`src/design/lep_div.sv`:
```
module lep_div
#(
    parameter int STAGES = 14,
    parameter int SPS    = 4,
    parameter int DVW    = 12,
    parameter int QW     = 8
)
(
    input  logic                    clk,
    input  logic [STAGES-1:0]       load,
    input  logic [STAGES*SPS-1:0]   dividend,
    input  logic [DVW-1:0]          divisor,
    output logic [QW-1:0]           quotient,
    output logic [DVW-1:0]          remainder
);

    localparam int DDW = STAGES * SPS;

    logic [DDW-1:0] dvd_reg [STAGES];
    logic [DVW-1:0] rem_reg [STAGES];
    logic [QW-1:0]  quo_reg [STAGES];
    logic [DDW-1:0] dvd_next [STAGES];
    logic [DVW-1:0] rem_next [STAGES];
    logic [QW-1:0]  quo_next [STAGES];
    logic [DDW-1:0] dvd_src [STAGES];
    logic [DVW-1:0] rem_src [STAGES];
    logic [QW-1:0]  quo_src [STAGES];

    genvar s;
    generate
        for (s = 0; s < STAGES; s++)
        begin : g_stage
            if (s == 0)
            begin : g_first
                assign dvd_src[s] = dividend;
                assign rem_src[s] = '0;
                assign quo_src[s] = '0;
            end
            else
            begin : g_rest
                assign dvd_src[s] = dvd_reg[s-1];
                assign rem_src[s] = rem_reg[s-1];
                assign quo_src[s] = quo_reg[s-1];
            end

            // Restoring division, SPS dividend bits per stage.
            always_comb
            begin
                logic [DDW-1:0] d;
                logic [DVW:0]   r;
                logic [DVW-1:0] m;
                logic [QW-1:0]  q;
                d = dvd_src[s];
                m = rem_src[s];
                q = quo_src[s];
                for (int k = 0; k < SPS; k++)
                begin
                    r = {m, d[DDW-1]};
                    d = d << 1;
                    if (r >= {1'b0, divisor})
                    begin
                        r = r - {1'b0, divisor};
                        q = (q << 1) | QW'(1);
                    end
                    else
                    begin
                        q = q << 1;
                    end
                    m = r[DVW-1:0];
                end
                dvd_next[s] = d;
                rem_next[s] = m;
                quo_next[s] = q;
            end

            always_ff @(posedge clk)
            begin
                if (load[s])
                begin
                    dvd_reg[s] <= dvd_next[s];
                    rem_reg[s] <= rem_next[s];
                    quo_reg[s] <= quo_next[s];
                end
            end
        end
    endgenerate

    assign quotient  = quo_reg[STAGES-1];
    assign remainder = rem_reg[STAGES-1];

endmodule

```
`config.mk`:
```
export PLATFORM = sky130hd
export DESIGN_NAME = lep_div
export DESIGN_NICKNAME = d
export VERILOG_FILES = /design/src/design/lep_div.sv
export SDC_FILE = /design/constraint.sdc
export NUM_CORES = 2
export LEC_CHECK = 0
export BUFFER_PORTS_ARGS = -buffer_cell sky130_fd_sc_hd__buf_2
export CAP_MARGIN = 20
export CELL_PAD_IN_SITES_DETAIL_PLACEMENT = 0
export CELL_PAD_IN_SITES_GLOBAL_PLACEMENT = 1
export CORE_MARGIN = 10
export CORE_UTILIZATION = 32
export CTS_CLUSTER_DIAMETER = 30
export CTS_CLUSTER_SIZE = 25
export DETAILED_ROUTE_END_ITERATION = 16
export GPL_ROUTABILITY_DRIVEN = 0
export PLACE_DENSITY_LB_ADDON = 0.15
export SLEW_MARGIN = 5
export SYNTH_ARGS = -nofsm -noshare
export SYNTH_HDL_FRONTEND = slang
export SYNTH_SLANG_ARGS = --single-unit
```
`constraint.sdc`:
```
create_clock -name clk -period 37.8 [get_ports clk]
set_input_delay 11.34 -clock clk [delete_from_list [all_inputs] [get_ports clk]]
set_output_delay 11.34 -clock clk [all_outputs]
set_load 0.01 [all_outputs]
```
==> flow_metrics.py <==
metrics = {
    "run_status": {
        "outcome": "complete, no violations",
    },
    "clock_network": {
        "cts_setup_buffers": 0,
        "clock-sinks": 544,
        "clk_pin_slew_ns": 0.05,
        "ctsResizeCount": 0,
        "clockBufferDepth": 3,
        "clkLatencyLatePin_ns": 0.80,
        "cts_tree": "built",
        "cts_buffers": 156,
        "cts_hold_buf": 0,
        "h-tree-depth": 4,
        "cts_root_buf": "clkbuf_16",
    },
    "die": {
        "core_region_area_sq_um": 163300,
        "start_util_pct": 32.30,
        "die_area_sq_um": 181500,
        "die-width_microns": 426.0,
        "io_pins": 103,
        "die_y_microns": 426.0,
        "rows": 148,
    },
    "synth": {
        "synth-xor-area-share_pct": 6.824,
        "async_flop_share_pct": 0,
        "ys_seq_area_share_pct": 30.97,
        "ys.flop_type": "edfxtp_1",
        "syn_inst": 5474,
        "synth_edf_count": 544,
        "synth_top_family_by_area": "compound AO/OA/AOI/OAI gates",
        "syn_area_per_cell_sq_um": 9.637,
        "synth-compound-area-share_pct": 18.60,
        "ys_warn_count": 0,
        "yosys.area_share.simple_pct": 13.26,
        "synth-seq-cells": 544,
        "synth_mux_area_share_pct": 9.184,
        "synth_cell_types": 108,
        "synth_area_sq_um": 52750,
        "synthAdderAreaFrac_pct": 17.79,
        "syn_nets": 6274,
    },
    "sta": {
        "rsz0062_at_grt": "no",
        "fmax_mhz": 43.93,
        "fin_crit_sh_pct": 60.21,
        "fin_tns_setup_ns": 0,
        "setup_viol": 0,
        "slew_headroom_pct": 26.77,
        "finClkSkew_ns": 0.06044,
        "worst_pin_slew_ns": 1.071,
        "hold-worst-slack_ns": 0.3782,
        "final_hold_viol_count": 0,
        "finalCriticalPeriod_ns": 22.76,
        "maxSlewViolCount": 0,
    },
    "critical_path": {
        "start_kind": "input port",
        "critical_path_arrival_ns": 23.26,
        "slowest_stage": "buf_4",
        "cp_max_fo": 39,
        "crit_type": "in -> reg",
        "required_ns": 38.30,
        "crit_top_cell": "o21ai_0",
        "regToRegSetupSlack_ns": 26.26,
        "crit_path_end_kind": "register",
        "cpPeakStageDelay_ns": 0.66,
    },
    "route": {
        "wl_met2_microns": 70680,
        "ant_nets": 0,
        "drt-total-wl_microns": 155700,
        "wl_per_cell_microns": 19.48,
        "num_vias": 42040,
        "initialDrtViolationCount": 2316,
        "avgViaCountPerCell": 5.259,
        "firstDrtPassIters": 6,
        "wl_met1_microns": 75590,
        "drc": 0,
        "highest_layer": "met4",
        "route.met3.wl_microns": 5617,
    },
    "global_route": {
        "grt_overflow": 0,
        "grt_pass1_wl_microns": 243100,
        "grt_max_degree": 57,
        "grt.total_usage_pct": 16.90,
        "antenna_found_initial": 5,
        "grt_pass1_vias": 42100,
    },
    "finish": {
        "syn_to_final_growth_pct": 16.74,
        "layout.nets": 6492,
        "multi_input_area_sq_um": 34650,
        "drive_above_1_share_pct": 14.13,
        "regArea_sq_um": 16340,
        "largest_reg_flops": 364,
        "nFillCells": 16380,
    },
    "placement": {
        "dp_hpwl_microns": 116200,
        "port_buffers": 102,
    },
    "min_path": {
        "hold_path.class": "reg -> reg",
    },
    "run": {
        "maxCapViolCount": 0,
    },
}
[final cells by class]
type / count / area share (%)
Antenna cell: 1 / 0.004064
Clock buffer: 176 / 6.461
Clock inverter: 108 / 2.595
Inverter: 346 / 2.158
Multi-Input combinational cell: 4492 / 56.27
Sequential cell: 544 / 26.53
Tap cell: 2175 / 4.419
Timing Repair Buffer: 152 / 1.562
[synth_stat cells, types with 37 or more instances]
cell	n	share of area (%)
nor2b_1	116	1.4
ha_1	662	16
xnor2_1	284	4.7
and3_1	37	0.44
o21bai_1	68	0.97
nor3_1	118	1.1
nand4_1	89	1.1
nand3_1	102	0.97
o211ai_1	44	0.63
o21a_1	98	1.4
o21ai_0	315	3.0
a31oi_1	38	0.45
xor2_1	127	2.1
mux2i_1	84	1.6
edfxtp_1	544	31
nor2_1	394	2.8
a21o_1	143	2.0
nand2b_1	60	0.71
o31ai_1	38	0.54
mux2_2	325	6.9
clkbuf_1	44	0.31
inv_1	344	2.4
fa_1	55	2.1
a21oi_1	441	4.2
nand2_1	333	2.4
[final timing paths]
| kind | start | endpoint | cells past startpoint |
|---|---|---|---|
| worst max-delay path | divisor[1] | rem_reg[1][71]$_DFFE_PP_ | 46 |
| worst min-delay path | dvd_reg[1][28]$_DFFE_PP_ | dvd_reg[1][84]$_DFFE_PP_ | 0 |
| worst max register to register | rem_reg[0][72]$_DFFE_PP_ | rem_reg[0][85]$_DFFE_PP_ | 39 |
| worst min register to register | dvd_reg[1][28]$_DFFE_PP_ | dvd_reg[1][84]$_DFFE_PP_ | 0 |
[metal layers]
| metal | global-route usage, % | vias up |
|---|---|---|
| met3 | 2.695 | 217 |
| met4 | 4.935 | 0 |
| met1 | 23.06 | 19930 |
| met2 | 27.41 | 727 |
| li1 | - | 21170 |
| met5 | 0 | - |
[critical path, delay by kind of cell]
kind / cells / cell delay (ns)
fa+ha+maj: 4 / 1.29
compound gates: 21 / 5.33
buf+inv: 9 / 2.63
simple gates: 10 / 1.83
mux: 2 / 0.74
[stage by stage]
stage	instance area, sq um	setup slack, ns	std cells	utilization, %
3_5_place_dp	56000	14.14	7709	34.29
5_1_grt	61580	13.69	7993	37.70
3_3_place_gp	55990	14.15	7708	34.28
2_1_floorplan	52750	14.35	5474	-
4_1_cts	61580	14.95	7993	37.70
6_report	61580	15.04	7994	37.70
[layout by cell type, fill, tap and decap left out, types with 84 or more instances in the layout]
cell,instances
nor3_1,118
nor2_1,394
nand3_1,102
nand4_1,89
o21ai_0,315
nand2_1,333
a21o_1,143
a21oi_1,441
mux2i_1,84
buf_2,98
edfxtp_1,544
xnor2_1,284
xor2_1,127
mux2_2,325
ha_1,662
inv_1,333
clkbuf_16,156
nor2b_1,116
o21a_1,98
[cells by family after synthesis]
| logic type | Yosys count |
|---|---|
| compound gates | 1503 |
| simple gates | 1425 |
| fa+ha+maj | 717 |
| flops | 544 |
| buf+inv | 438 |
| mux | 436 |
| xor+xnor | 411 |
Power is left out: the tool's default activity adds up to more than one toggle a clock period on the data nets, which glitch-free logic cannot reach.
