`config.mk`:
```
export PLATFORM = sky130hd
export DESIGN_NAME = lep_shade
export DESIGN_NICKNAME = d
export VERILOG_FILES = /design/src/design/lep_pkg.sv /design/src/design/lep_shade.sv
export SDC_FILE = /design/constraint.sdc
export NUM_CORES = 1
export LEC_CHECK = 0
export CORE_UTILIZATION = 35
export DETAILED_ROUTE_END_ITERATION = 10
export DONT_BUFFER_PORTS = 1
export MAX_ROUTING_LAYER = met4
export SYNTH_ARGS = -nofsm -noshare
export SYNTH_HDL_FRONTEND = slang
export SYNTH_SLANG_ARGS = --single-unit
```
`constraint.sdc`:
```
create_clock -name clk -period 6.7 [get_ports clk]
set_clock_uncertainty 0.05 [all_clocks]
set_input_delay 0.67 -clock clk [delete_from_list [all_inputs] [get_ports clk]]
set_output_delay 0.67 -clock clk [all_outputs]
set_load 0.005 [all_outputs]
```
`src/design/lep_pkg.sv`:
```
package lep_pkg;

    // Pipeline shape.
    localparam int DIV_STAGES   = 14;
    localparam int SHADE_STAGES = 4;
    localparam int PHASE_SPS    = 4;
    localparam int HUE_SPS      = 2;
    localparam int MOD_SPS      = 1;

    // Effect codes.
    localparam logic [2:0] MODE_OFF      = 3'd0;
    localparam logic [2:0] MODE_SOLID    = 3'd1;
    localparam logic [2:0] MODE_SNAKE    = 3'd2;
    localparam logic [2:0] MODE_RAINBOW  = 3'd3;
    localparam logic [2:0] MODE_BREATH   = 3'd4;
    localparam logic [2:0] MODE_GRADIENT = 3'd5;
    localparam logic [2:0] MODE_SHALLOW  = 3'd6;

    // Register indexes.
    localparam logic [2:0] REG_MODE   = 3'd0;
    localparam logic [2:0] REG_COLOR  = 3'd1;
    localparam logic [2:0] REG_BRIGHT = 3'd2;
    localparam logic [2:0] REG_SPEED  = 3'd3;
    localparam logic [2:0] REG_ZONE   = 3'd4;

    localparam logic [11:0] PERIOD_SLOW = 12'd4000;
    localparam logic [7:0]  LEVEL_FULL  = 8'd255;

    typedef struct packed {
        logic [2:0]  mode;
        logic [23:0] base;
        logic [7:0]  bright;
        logic        speed_zero;
        logic        n_is_one;
        logic [11:0] period;
    } lep_cfg_t;

    // Exact floor(x / 255) for x up to 65152.
    function automatic logic [7:0] div255(input logic [15:0] x);
        logic [16:0] s;
        s = {1'b0, x} + 17'(x[15:8]) + 17'd1;
        return s[15:8];
    endfunction

    function automatic logic [7:0] tri_wave(input logic [7:0] p);
        logic [8:0] v;
        logic [9:0] v2;
        v  = 9'd256 - {1'b0, p};
        v2 = {v, 1'b0};
        if (p < 8'd128)
        begin
            return {p[6:0], 1'b0};
        end
        return (v2 > 10'd255) ? 8'd255 : v2[7:0];
    endfunction

endpackage

```
`src/design/lep_shade.sv`:
```
module lep_shade
    import lep_pkg::*;
#(
    parameter int NW = 9
)
(
    input  logic                    clk,
    input  logic [SHADE_STAGES-1:0] load,
    input  lep_cfg_t                zone_cfg,
    input  logic [NW-1:0]           n,
    input  logic [7:0]              ph_raw,
    input  logic [7:0]              hue_off,
    input  logic [7:0]              grad_off,
    input  logic [NW-1:0]           pmod,
    input  logic [7:0]              idx,
    input  logic                    black,
    output logic [7:0]              led_index_out,
    output logic [7:0]              red,
    output logic [7:0]              green,
    output logic [7:0]              blue
);

    // First stage: phase-derived terms.
    logic [7:0]     hue_reg, tri_reg, grad_reg, idx1_reg;
    logic [NW+7:0]  head_prod_reg;
    logic [14:0]    tri95_reg;
    logic [NW-1:0]  pmod_reg;
    logic           black1_reg;
    logic [7:0]     ph, tri_next;

    always_comb
    begin
        ph       = zone_cfg.speed_zero ? 8'd0 : ph_raw;
        tri_next = tri_wave(ph);
    end

    always_ff @(posedge clk)
    begin
        if (load[0])
        begin
            hue_reg       <= ph + hue_off;
            tri_reg       <= tri_next;
            tri95_reg     <= 15'(tri_next) * 15'd95;
            grad_reg      <= zone_cfg.n_is_one ? LEVEL_FULL : ph + grad_off;
            head_prod_reg <= (NW+8)'(ph) * (NW+8)'(n);
            pmod_reg      <= pmod;
            idx1_reg      <= idx;
            black1_reg    <= black;
        end
    end

    // Second stage: pick the channel sources and the level.
    logic [7:0]    cr_reg, cg_reg, cb_reg, lvl_reg, idx2_reg;
    logic          black2_reg;
    logic [NW-1:0] head, tail_dist;
    logic [NW:0]   dsum;
    logic [7:0]    snake_lvl, hue_a, hue3, wr, wg, wb, lvl_next;
    logic [7:0]    cr_next, cg_next, cb_next;

    always_comb
    begin
        head = head_prod_reg[NW+7:8];
        dsum = {1'b0, head} + {1'b0, n} - {1'b0, pmod_reg};
        tail_dist = (dsum >= {1'b0, n}) ? NW'(dsum - {1'b0, n}) : NW'(dsum);
        if (tail_dist == NW'(0))
        begin
            snake_lvl = 8'd255;
        end
        else if (tail_dist == NW'(1))
        begin
            snake_lvl = 8'd128;
        end
        else if (tail_dist == NW'(2))
        begin
            snake_lvl = 8'd64;
        end
        else
        begin
            snake_lvl = 8'd0;
        end

        if (hue_reg < 8'd85)
        begin
            hue_a = hue_reg;
        end
        else if (hue_reg < 8'd170)
        begin
            hue_a = hue_reg - 8'd85;
        end
        else
        begin
            hue_a = hue_reg - 8'd170;
        end
        hue3 = 8'(10'(hue_a) * 10'd3);
        if (hue_reg < 8'd85)
        begin
            wr = 8'd255 - hue3;
            wg = hue3;
            wb = 8'd0;
        end
        else if (hue_reg < 8'd170)
        begin
            wr = 8'd0;
            wg = 8'd255 - hue3;
            wb = hue3;
        end
        else
        begin
            wr = hue3;
            wg = 8'd0;
            wb = 8'd255 - hue3;
        end

        cr_next = zone_cfg.base[23:16];
        cg_next = zone_cfg.base[15:8];
        cb_next = zone_cfg.base[7:0];
        case (zone_cfg.mode)
            MODE_SNAKE:    lvl_next = snake_lvl;
            MODE_BREATH:   lvl_next = tri_reg;
            MODE_GRADIENT: lvl_next = grad_reg;
            MODE_SHALLOW:  lvl_next = 8'd160 + div255(16'(tri95_reg));
            MODE_RAINBOW:
            begin
                lvl_next = LEVEL_FULL;
                cr_next  = wr;
                cg_next  = wg;
                cb_next  = wb;
            end
            default:       lvl_next = LEVEL_FULL;
        endcase
    end

    always_ff @(posedge clk)
    begin
        if (load[1])
        begin
            cr_reg     <= cr_next;
            cg_reg     <= cg_next;
            cb_reg     <= cb_next;
            lvl_reg    <= lvl_next;
            idx2_reg   <= idx1_reg;
            black2_reg <= black1_reg;
        end
    end

    // Third stage: scale by level; fourth stage: scale by brightness.
    logic [7:0] er_reg, eg_reg, eb_reg, idx3_reg;
    logic       black3_reg;
    logic [7:0] or_reg, og_reg, ob_reg, idx4_reg;

    always_ff @(posedge clk)
    begin
        if (load[2])
        begin
            er_reg     <= div255(16'(cr_reg) * 16'(lvl_reg) + 16'd127);
            eg_reg     <= div255(16'(cg_reg) * 16'(lvl_reg) + 16'd127);
            eb_reg     <= div255(16'(cb_reg) * 16'(lvl_reg) + 16'd127);
            idx3_reg   <= idx2_reg;
            black3_reg <= black2_reg;
        end
        if (load[3])
        begin
            or_reg   <= black3_reg ? 8'd0
                        : div255(16'(er_reg) * 16'(zone_cfg.bright) + 16'd127);
            og_reg   <= black3_reg ? 8'd0
                        : div255(16'(eg_reg) * 16'(zone_cfg.bright) + 16'd127);
            ob_reg   <= black3_reg ? 8'd0
                        : div255(16'(eb_reg) * 16'(zone_cfg.bright) + 16'd127);
            idx4_reg <= idx3_reg;
        end
    end

    assign led_index_out = idx4_reg;
    assign red           = or_reg;
    assign green         = og_reg;
    assign blue          = ob_reg;

endmodule

```
==> metrics.txt <==
maxcap violations 0; Longest Clk Path Bufs 2; DR iter-0 viols slightly below 800; syn nets about 3,800; Remaining Overflow, GRT 0; # H-tree levels 4; RSZ-0062 raised after global routing true; post-route cell area 30,100 um2; die area 80,700 um2; fin util between 30% and 40%; flops & latches, synth about 170; die width approximately 280 um; Hold Crit Class in2reg; crit end category flop; Slew @ Worst Pin 1.05 ns; CTS tree yes; initial antenna violation count 6; Synth cell types 97; Root Buffer clkbuf_16; port buffer count 0; # Post-CTS Setup Buffers 0; largest net degree at the start of global routing 66; drc violations 0; clock latency on the worst-skew pair 0.50 ns; vias in the first global route about 20,000; GRT Util Overall 16.1%; vias per cell 4.83; Post-DP Area 29,300 um2; path type of the worst setup path reg2reg; # rows 103; Core ar. 78,900 um2; Tcrit/Tclk final 95.8%; most frequent CP cell fa_1; Ys Warns 0; CP required 6.90 ns; final critical-path required period ~6.4 ns; Die Y-Extent ~280 um; Clk pin slew, worst setup/hold paths 0.08 ns; CP arrival 6.62 ns; cell area after synthesis 27,900 um2; Seq/Total Area, Yosys 18.4%; CTS Buf Count 17; CP Cell Sequence and2_1 > fa_1 > fa_1 > fa_1 > inv_1 > fa_1 > inv_1 > ha_1 > a2111oi_0 > o21ai_1 > a21oi_2 > buf_4 > xnor2_1 > ha_1 > a21o_1 > a21oi_1 > nand2_1 > maj3_1 > a31oi_2 > nor3_1 > xnor2_1 > nor2_1; Routed WL 59.9 mm; main flop type after synthesis edfxtp_1; Post-synth EDFFs 171; Fin. Hold Viols 0; Async SR Flop Fraction 0%; via count 19,700; clock sinks 171; cts hold-fix bufs 0; Synth Area per Inst a little over 9 um2; Largest register FFs 14; area grow syn2layout 7.93%; Setup Viol. Count Final 0; GP Congestion ~0.83; hold_ws 0.214 ns; Top Ports about 140; FILL cells 8,027; status complete, no violations; share of layout cells above drive strength 1 roughly 5%; Initial DRT Pass Iterations 5; first-pass GRT wire length 102 mm; Routed Antenna Nets 0; CP max stage delay 0.53 ns; worst-path fanout max 6; Starting Density 35.3%; Max Slew Vio Count 0; dpl hpwl 49.0 mm; Setup crit start kind flop; Gate Count Post-Synth around 3,000; maximum clock rate 156 MHz; Slowest-stage cell, CP edfxtp_1; post-cts resize count 0; Layout Nets 3,812; Wirelength per Cell 14.7 um; Slew headroom between 20% and 30%
[cell usage in the layout (no fill, tap or decap), types with 25 or more instances in the layout]
cell / netlist / routed
a21o_1: 49 / 49
a21oi_1: 124 / 124
and2_1: 249 / 249
buf_4: 0 / 66
edfxtp_1: 171 / 171
fa_1: 328 / 328
ha_1: 373 / 373
inv_1: 555 / 555
nand2_1: 305 / 305
nand3_1: 27 / 27
nor2_1: 102 / 102
nor2b_1: 25 / 25
nor3_1: 29 / 29
o21ai_0: 84 / 84
xnor2_1: 124 / 124
xor2_1: 49 / 49
[critical path: cells and delay by family, from the launching register on]
| kind | cells | cell delay, ns |
|---|---|---|
| flip-flops | 1 | 0.53 |
| AND/OR/NAND/NOR | 4 | 0.50 |
| adder cells (fa/ha/maj) | 7 | 2.92 |
| AO/OA/AOI/OAI | 6 | 1.47 |
| buffers and inverters | 3 | 0.23 |
| XOR/XNOR | 2 | 0.46 |
[layout make-up]
cell class / count / area (um2) / area share (%)
Timing Repair Buffer: 68 / 536 / 1.78
Inverter: 555 / 2080 / 6.93
Clock buffer: 17 / 425 / 1.42
Antenna cell: 6 / 15.0 / 0.0499
Multi-Input combinational cell: 2193 / 20400 / 67.9
Sequential cell: 171 / 5130 / 17.1
Tap cell: 1050 / 1310 / 4.37
Clock inverter: 14 / 153 / 0.508
[Yosys cell counts (all sizes together) (6+ instances only)]
cell type	count	share of area, %
a211oi	19	0.59
a21o	50	1.4
a21oi	125	2.3
a31oi	8	0.20
and2	250	5.6
and3	14	0.31
clkbuf	59	0.80
edfxtp	171	18
fa	328	24
ha	373	17
inv	555	7.5
mux2i	9	0.32
nand2	305	4.1
nand2b	23	0.52
nand3	27	0.49
nand4	6	0.13
nor2	102	1.4
nor2b	25	0.56
nor3	33	0.66
nor3b	6	0.16
nor4	9	0.20
o2111ai	7	0.22
o211ai	12	0.34
o21a	23	0.62
o21ai	93	1.7
o21bai	25	0.69
o22ai	7	0.18
o31a	6	0.19
o31ai	13	0.37
or2	11	0.25
or3	21	0.47
xnor2	126	4.0
xor2	50	1.6
[final timing paths]
check | from | endpoint | slack (ns) | depth (start not counted)
hold / removal | idx[3] | idx1_reg[3]$_DFFE_PP_ | 0.21 | 0
hold reg to reg | idx3_reg[1]$_DFFE_PP_ | led_index_out[1]$_DFFE_PP_ | 0.37 | 0
setup reg to reg | eg_reg[2]$_DFFE_PP_ | green[2]$_SDFFCE_PP0P_ | 0.28 | 22
setup / recovery | eg_reg[2]$_DFFE_PP_ | green[2]$_SDFFCE_PP0P_ | 0.28 | 22
[per-layer routing]
| layer | global-route usage, % | share of wire, % | routed length, um |
|---|---|---|---|
| met3 | 2.79 | 3.4 | 2030 |
| met5 | - | 0 | 0 |
| met4 | 3.83 | 1.4 | 860 |
| met2 | 28.4 | 51 | 30600 |
| met1 | 18.9 | 44 | 26400 |
[metrics by stage]
stage                     setup TNS [ns]  setup WS (ns)  std cells
after CTS                              0          0.210       4049
after detailed placement               0          0.172       4018
after floorplan                        0          0.216       2981
after global routing             -0.0339        -0.0339       4074
final                                  0          0.282       4074
after global placement                 0          0.214       4018
[kinds of logic (layout without fill, tap and decap cells)]
group,after synthesis,count (layout),synth area share [%]
adders and majority gates,703,703,40.4
DFF,171,171,18.4
and+or+nand+nor,852,852,15.5
muxes,10,10,0.364
AOI/OAI and AO/OA,448,448,11.0
xor gates and xnor gates,180,180,5.94
other,0,6,0
buffers and inverters,617,654,8.31
Power is not shown: default switching activity piles up to over one toggle a cycle in this logic, so the estimate is an artifact.
