File: src/design/lep_pkg.sv
package lep_pkg;

    // Pipeline shape.
    localparam int DIV_STAGES   = 14;
    localparam int SHADE_STAGES = 4;
    localparam int PHASE_SPS    = 4;
    localparam int HUE_SPS      = 2;
    localparam int MOD_SPS      = 1;

    // Effect codes.
    localparam logic [2:0] MODE_OFF      = 3'd0;
    localparam logic [2:0] MODE_SOLID    = 3'd1;
    localparam logic [2:0] MODE_SNAKE    = 3'd2;
    localparam logic [2:0] MODE_RAINBOW  = 3'd3;
    localparam logic [2:0] MODE_BREATH   = 3'd4;
    localparam logic [2:0] MODE_GRADIENT = 3'd5;
    localparam logic [2:0] MODE_SHALLOW  = 3'd6;

    // Register indexes.
    localparam logic [2:0] REG_MODE   = 3'd0;
    localparam logic [2:0] REG_COLOR  = 3'd1;
    localparam logic [2:0] REG_BRIGHT = 3'd2;
    localparam logic [2:0] REG_SPEED  = 3'd3;
    localparam logic [2:0] REG_ZONE   = 3'd4;

    localparam logic [11:0] PERIOD_SLOW = 12'd4000;
    localparam logic [7:0]  LEVEL_FULL  = 8'd255;

    typedef struct packed {
        logic [2:0]  mode;
        logic [23:0] base;
        logic [7:0]  bright;
        logic        speed_zero;
        logic        n_is_one;
        logic [11:0] period;
    } lep_cfg_t;

    // Exact floor(x / 255) for x up to 65152.
    function automatic logic [7:0] div255(input logic [15:0] x);
        logic [16:0] s;
        s = {1'b0, x} + 17'(x[15:8]) + 17'd1;
        return s[15:8];
    endfunction

    function automatic logic [7:0] tri_wave(input logic [7:0] p);
        logic [8:0] v;
        logic [9:0] v2;
        v  = 9'd256 - {1'b0, p};
        v2 = {v, 1'b0};
        if (p < 8'd128)
        begin
            return {p[6:0], 1'b0};
        end
        return (v2 > 10'd255) ? 8'd255 : v2[7:0];
    endfunction

endpackage

File: src/design/lep_if.sv


interface lep_cfg_if;
    logic        valid;
    logic        ready;
    logic [2:0]  index;
    logic [23:0] data;

    modport source (output valid, index, data, input ready);
    modport sink (input valid, index, data, output ready);
endinterface

File: src/design/lep_cfg.sv
module lep_cfg
    import lep_pkg::*;
#(
    parameter int MAX_PIXELS = 256,
    parameter int NW         = 9
)
(
    input  logic         clk,
    input  logic         rst_n,
    lep_cfg_if.sink      cfg,
    output lep_cfg_t     zone_cfg,
    output logic [NW-1:0] n,
    output logic [NW-1:0] n_minus1
);

    logic [2:0]    mode_reg;
    logic [23:0]   base_reg;
    logic [7:0]    bright_reg;
    logic          speed_zero_reg;
    logic          n_is_one_reg;
    logic [11:0]   period_reg;
    logic [NW-1:0] n_reg;
    logic [NW-1:0] n_minus1_reg;

    logic [11:0]   period_next;
    logic [NW-1:0] n_next;
    logic [15:0]   frac_x;
    logic [8:0]    zone_in;

    // Period = 4000 - round(3000*s/255), split as 11*s + (195*s+127)/255.
    always_comb
    begin
        frac_x      = 16'(cfg.data[7:0]) * 16'd195 + 16'd127;
        period_next = PERIOD_SLOW - (12'(cfg.data[7:0]) * 12'd11 + 12'(div255(frac_x)));
        zone_in     = cfg.data[8:0];
        if (zone_in == 9'd0)
        begin
            n_next = NW'(1);
        end
        else if (32'(zone_in) > MAX_PIXELS)
        begin
            n_next = NW'(MAX_PIXELS);
        end
        else
        begin
            n_next = NW'(zone_in);
        end
    end

    always_ff @(posedge clk or negedge rst_n)
    begin
        if (!rst_n)
        begin
            mode_reg       <= MODE_OFF;
            base_reg       <= '0;
            bright_reg     <= LEVEL_FULL;
            speed_zero_reg <= 1'b1;
            period_reg     <= PERIOD_SLOW;
            n_reg          <= NW'(1);
            n_minus1_reg   <= '0;
            n_is_one_reg   <= 1'b1;
        end
        else if (cfg.valid)
        begin
            case (cfg.index)
                REG_MODE:   mode_reg <= cfg.data[2:0];
                REG_COLOR:  base_reg <= cfg.data;
                REG_BRIGHT: bright_reg <= cfg.data[7:0];
                REG_SPEED:
                begin
                    speed_zero_reg <= (cfg.data[7:0] == 8'd0);
                    period_reg     <= period_next;
                end
                REG_ZONE:
                begin
                    n_reg        <= n_next;
                    n_minus1_reg <= n_next - NW'(1);
                    n_is_one_reg <= (n_next == NW'(1));
                end
                default: ;
            endcase
        end
    end

    assign cfg.ready           = 1'b1;
    assign zone_cfg.mode       = mode_reg;
    assign zone_cfg.base       = base_reg;
    assign zone_cfg.bright     = bright_reg;
    assign zone_cfg.speed_zero = speed_zero_reg;
    assign zone_cfg.n_is_one   = n_is_one_reg;
    assign zone_cfg.period     = period_reg;
    assign n                   = n_reg;
    assign n_minus1            = n_minus1_reg;

endmodule

File: src/flat_wrapper.sv
// flat-port wrapper written by rule: the top's interface ports become plain ports
module lep_cfg_flat import lep_pkg::*;
#(
    parameter int MAX_PIXELS = 256,
    parameter int NW         = 9
)
  (clk, rst_n, zone_cfg, n, n_minus1, cfg_valid, cfg_index, cfg_data, cfg_ready);
  lep_cfg_if cfg_i ();
  input  logic clk;
  input  logic rst_n;
  output lep_cfg_t zone_cfg;
  output logic [NW-1:0] n;
  output logic [NW-1:0] n_minus1;
  input wire logic [$bits(cfg_i.valid)-1:0] cfg_valid;
  input wire logic [$bits(cfg_i.index)-1:0] cfg_index;
  input wire logic [$bits(cfg_i.data)-1:0] cfg_data;
  output wire logic [$bits(cfg_i.ready)-1:0] cfg_ready;
  assign cfg_i.valid = cfg_valid;
  assign cfg_i.index = cfg_index;
  assign cfg_i.data = cfg_data;
  assign cfg_ready = cfg_i.ready;
  lep_cfg #(.MAX_PIXELS(MAX_PIXELS), .NW(NW)) u_core (.clk(clk), .rst_n(rst_n), .cfg(cfg_i), .zone_cfg(zone_cfg), .n(n), .n_minus1(n_minus1));
endmodule
File: config.mk
export PLATFORM = sky130hd
export DESIGN_NAME = lep_cfg_flat
export DESIGN_NICKNAME = d
export VERILOG_FILES = /design/src/design/lep_pkg.sv /design/src/design/lep_if.sv /design/src/design/lep_cfg.sv /design/src/flat_wrapper.sv
export SDC_FILE = /design/constraint.sdc
export NUM_CORES = 1
export LEC_CHECK = 0
export BUFFER_PORTS_ARGS = -buffer_cell sky130_fd_sc_hd__buf_2
export CELL_PAD_IN_SITES_DETAIL_PLACEMENT = 2
export CELL_PAD_IN_SITES_GLOBAL_PLACEMENT = 2
export CORE_ASPECT_RATIO = 1.2
export CORE_UTILIZATION = 38
export DETAILED_ROUTE_END_ITERATION = 7
export PLACE_DENSITY = 0.9
export SYNTH_ARGS = -nofsm -noshare
export SYNTH_HDL_FRONTEND = slang
export SYNTH_SLANG_ARGS = --single-unit
File: constraint.sdc
create_clock -name clk -period 1.85 [get_ports clk]
set_input_delay 0.2775 -clock clk [delete_from_list [all_inputs] [get_ports clk]]
set_output_delay 0.2775 -clock clk [all_outputs]
set_load 0.005 [all_outputs]
==> results.cfg, run 1 <==
[synthesis]
synth_compound_area_share_pct = 12.1
synthXorXnorAreaFrac_pct = 6.67
synth_warnings = 0
synth_area_leader_cell = dfrtp_1
synthAdderAreaFrac_pct = 25.6
syn_nets = 676
synth_simple_gate_area_share_pct = 8.56
syn_inst = 549
synthesis.area_sq_um = 5430
synth_cell_type_count = 57
synthArstFlopShare_pct = 100
ys_seq_elements = 67
avgSynthCellArea_sq_um = 9.88
ys.flop_type = dfrtp_1
synth.area.top_cells = dfrtp_1, ha_1, mux2_2
synth_top_family_by_area = adder cells
synth_mux_area_share_pct = 8.69
synth-edff-count = 0
synth_top_area_share_pct = 23.1
yosysSeqAreaShare_pct = 31.3

[clocking]
cts_resized = 96
htree_levels = 3
numCtsBuffers = 9
cts_hold_buf = 1
postCtsSetupBuffers = 24
cts.path.max_buffers = 2
root_buffer = clkbuf_16
clock-sinks = 67

[placement]
routabilityCongestion = 0.915
hpwl_um = 20200
portBuffers = 96
place_ws_ps = -6480

[floorplanning]
die_y_um = 133
boundaryPins = 98
die_w_um = 111
start_util_pct = 39.1
num_rows = 47

[outcome]
stop_stage = clock tree synthesis (4_1_cts)
error_line = [ERROR DPL-0033] detailed placement checks failed during check placement.
status = did not finish
-- synthesized netlist by cell type, types with 2 or more instances --
master / count
nand2_1: 46
o2111ai_1: 2
dfrtp_1: 50
o21bai_1: 5
and3_1: 2
nand2b_1: 3
nor2_1: 24
buf_4: 3
clkbuf_1: 14
a31oi_1: 4
ha_1: 75
inv_1: 79
o211ai_2: 2
a21oi_1: 27
o21ai_0: 36
a211o_1: 3
xnor2_1: 25
nand3_1: 9
o22ai_1: 2
dfstp_2: 17
a21oi_2: 2
fa_1: 22
a21o_1: 5
mux2_2: 41
xor2_1: 11
nor3_1: 4
a311o_1: 2
nor2b_1: 2
nand4_1: 4
-- cells by family after synthesis --
logic type                 after synthesis
and+or+nand+nor                        103
xor gates and xnor gates                38
adders and majority gates               98
buffers and inverters                   97
AOI/OAI and AO/OA                      103
other                                    1
DFF                                     67
muxes                                   42
-- per-stage QoR --
stage / utilization, % / TNS [ps] / cells / instance area, sq um
after floorplan: - / -55150 / 549 / 5720
after global placement: 52.4 / -61510 / 927 / 7270
after detailed placement: 52.4 / -73100 / 927 / 7270
==> inputs of run 2 (changes only) <==
CELL_PAD_IN_SITES_DETAIL_PLACEMENT = default   (was 2)
CELL_PAD_IN_SITES_GLOBAL_PLACEMENT = default   (was 2)
CORE_ASPECT_RATIO = default   (was 1.2)
CORE_UTILIZATION = 25   (was 38)
PLACE_DENSITY = default   (was 0.9)
PLACE_DENSITY_LB_ADDON = 0.15   (was default)
==> run 2 against run 1 <==
Compared with the run above:
- the flow now finishes, with violations (setup timing)
- area after synthesis is the same
- synthesized cell count is the same
==> results.cfg, run 2 <==
[sta]
fmax_ghz = 0.147
layout_setup_ws_ps = -4970
setup_viol = 13
fin_crit_sh_pct = 368
relSlewSlack_pct = 62.0
rsz0062_at_grt = yes
period_needed_ps = 6820
hold_ws_ps = 169
slew_violations = 0
fin_skew_ps = 0
hold_violations = 0
tightest_slew_ps = 570

[routing]
drt_first_pass_iters = 4
viasPerCell = 4.35
drt_iter0_drc = 127
num_vias = 4746
drc_errors = 0
wl_per_cell_um = 14.9
drtAntennaViolNets = 0
routed_wl_um = 16200

[floorplanning]
boundaryPins = 98
die_y_um = 149
start_util_pct = 25.6
die_w_um = 149
core_sq_um = 21200
die_area_sq_um = 22300
num_rows = 53

[critical_path]
path_max_fanout = 4
criticalPathCategory = input port to flop
cp-end-kind = flop
critPathTopFamily = adder cells
reg2reg_depth = 1
slowest_delay_ps = 510
cp_common_cell = ha_4
timing.critical_path.buf_inv = 5
path_depth = 34
startpoint_type = input port
slowest_stage = fa_1
crit_arrival_ps = 7080
cp.required_ps = 2110

[global_routing]
grt_usage_pct = 14.8
grt_max_degree = 45
antenna_found_initial = 0
grt_overflow = 0
grt_pass1_vias = 4886
grt_pass1_wl_um = 25500

[synthesis]
syn_nets = 676
ys_seq_elements = 67
syn_inst = 549
synth.area.top_cells = dfrtp_1, ha_1, mux2_2
synthesis.area_sq_um = 5430
synthArstFlopShare_pct = 100
synthTopCellsByCount = inv_1, ha_1, dfrtp_1
yosysMostFrequentCell = inv_1
synth_area_leader_cell = dfrtp_1
synth_warnings = 0
synth_cell_type_count = 57
yosysSeqAreaShare_pct = 31.3
synth-edff-count = 0
avgSynthCellArea_sq_um = 9.88
ys.flop_type = dfrtp_1
synth_top_area_share_pct = 23.1

[finish]
areaGrowthSynthToFinish_pct = 58.8
drive_gt1_share_pct = 56.6
nFillCells = 2095
multiInputGateArea_sq_um = 4040
largest_reg_flops = 24
diodes = 0
layout_commonest_cell = buf_4
num-nets-final = 937
regArea_sq_um = 1700
layout_common_cells = buf_4, buf_2, inv_1, dfrtp_1, ha_1

[clocking]
clock_latency_ps = 330
clock-sinks = 67
htree_levels = 3
root_buffer = clkbuf_16
clk_pin_slew_ps = 60
tritoncts = done
cts.path.max_buffers = 2
numCtsBuffers = 9

[worst_hold_path]
min_path_cells = 2
min_path_type = input port to flop

[placement]
place_ws_ps = -5690
hpwl_um = 13000
routabilityCongestion = 0.859
portBuffers = 96

[power]
ir_drop_mv = 0.975
p_per_area_nw_per_um2 = 1880
total_power_mw = 16.2
p_leak_nw = 4.17

[flow_run]
maxCapViolCount = 0

[outcome]
status = complete, but fails checks
violations = setup timing
run 2: cell counts after synthesis:
No cell type changed its count.
run 2: kinds of logic after synthesis:
group / Yosys count / synth area share [%]
buf+inv: 97 / 7.06
other cells: 1 / 0.0691
fa+ha+maj: 98 / 25.6
compound gates: 103 / 12.1
flops: 67 / 31.3
mux: 42 / 8.69
xor+xnor: 38 / 6.67
simple gates: 103 / 8.56
run 2: cell type report:
cell class                 count  area share (%)
sequential                    67            19.7
clock buffer                  10            2.66
tap                          275            3.99
timing repair buffer         268            21.8
multi-input combinational    385            46.9
clock inverter                 6            1.05
inverter                      79            3.86
run 2: timing repair:
action                                 in CTS  in global routing
setup endpoints to repair                  18                 18
setup buffers                              27                 16
pin swaps                                  53                 46
gates resized for setup                    62                 66
endpoints found under the hold margin      14                  0
hold buffers                                1                  0
run 2: stage by stage:
step / cells / util (%) / cell area [sq um] / TNS, ps
finish: 1090 / 40.7 / 8610 / -52790
global placement: 1036 / 35.1 / 7430 / -62370
detailed placement: 1036 / 35.1 / 7430 / -63320
global route: 1090 / 40.7 / 8610 / -55670
CTS: 1077 / 38.9 / 8240 / -52320
floorplan: 549 / - / 5720 / -55150
run 2: final timing paths:
check	end	from	slack, ps
worst max-delay path	u_core.period_reg[9]$_DFFE_PN1P_	cfg_data[5]	-4970
worst min-delay path	u_core.base_reg[21]$_DFFE_PN0P_	cfg_data[21]	170
worst max register to register	u_core.mode_reg[2]$_DFFE_PN0P_	u_core.mode_reg[2]$_DFFE_PN0P_	1080
worst min register to register	u_core.period_reg[8]$_DFFE_PN1P_	u_core.period_reg[8]$_DFFE_PN1P_	450
max in group asynchronous	u_core.bright_reg[4]$_DFFE_PN1P_	rst_n	880
min in group asynchronous	u_core.n[2]$_DFFE_PN0P_	rst_n	460
run 2: where the power goes:
part | switching (mW) | internal (mW)
Combinational | 5.34 | 6.97
Sequential | 0.165 | 1.90
Clock | 0.661 | 1.18
run 2: metal layers:
metal  vias to the layer above  GRT usage [%]  wire, um
li1                       2374              -         -
met4                         0           3.93       208
met2                        76           24.2      7910
met5                         -              0         0
met1                      2280           20.1      7620
met3                        16           2.48       482
Power figures use the tool's default switching activity.
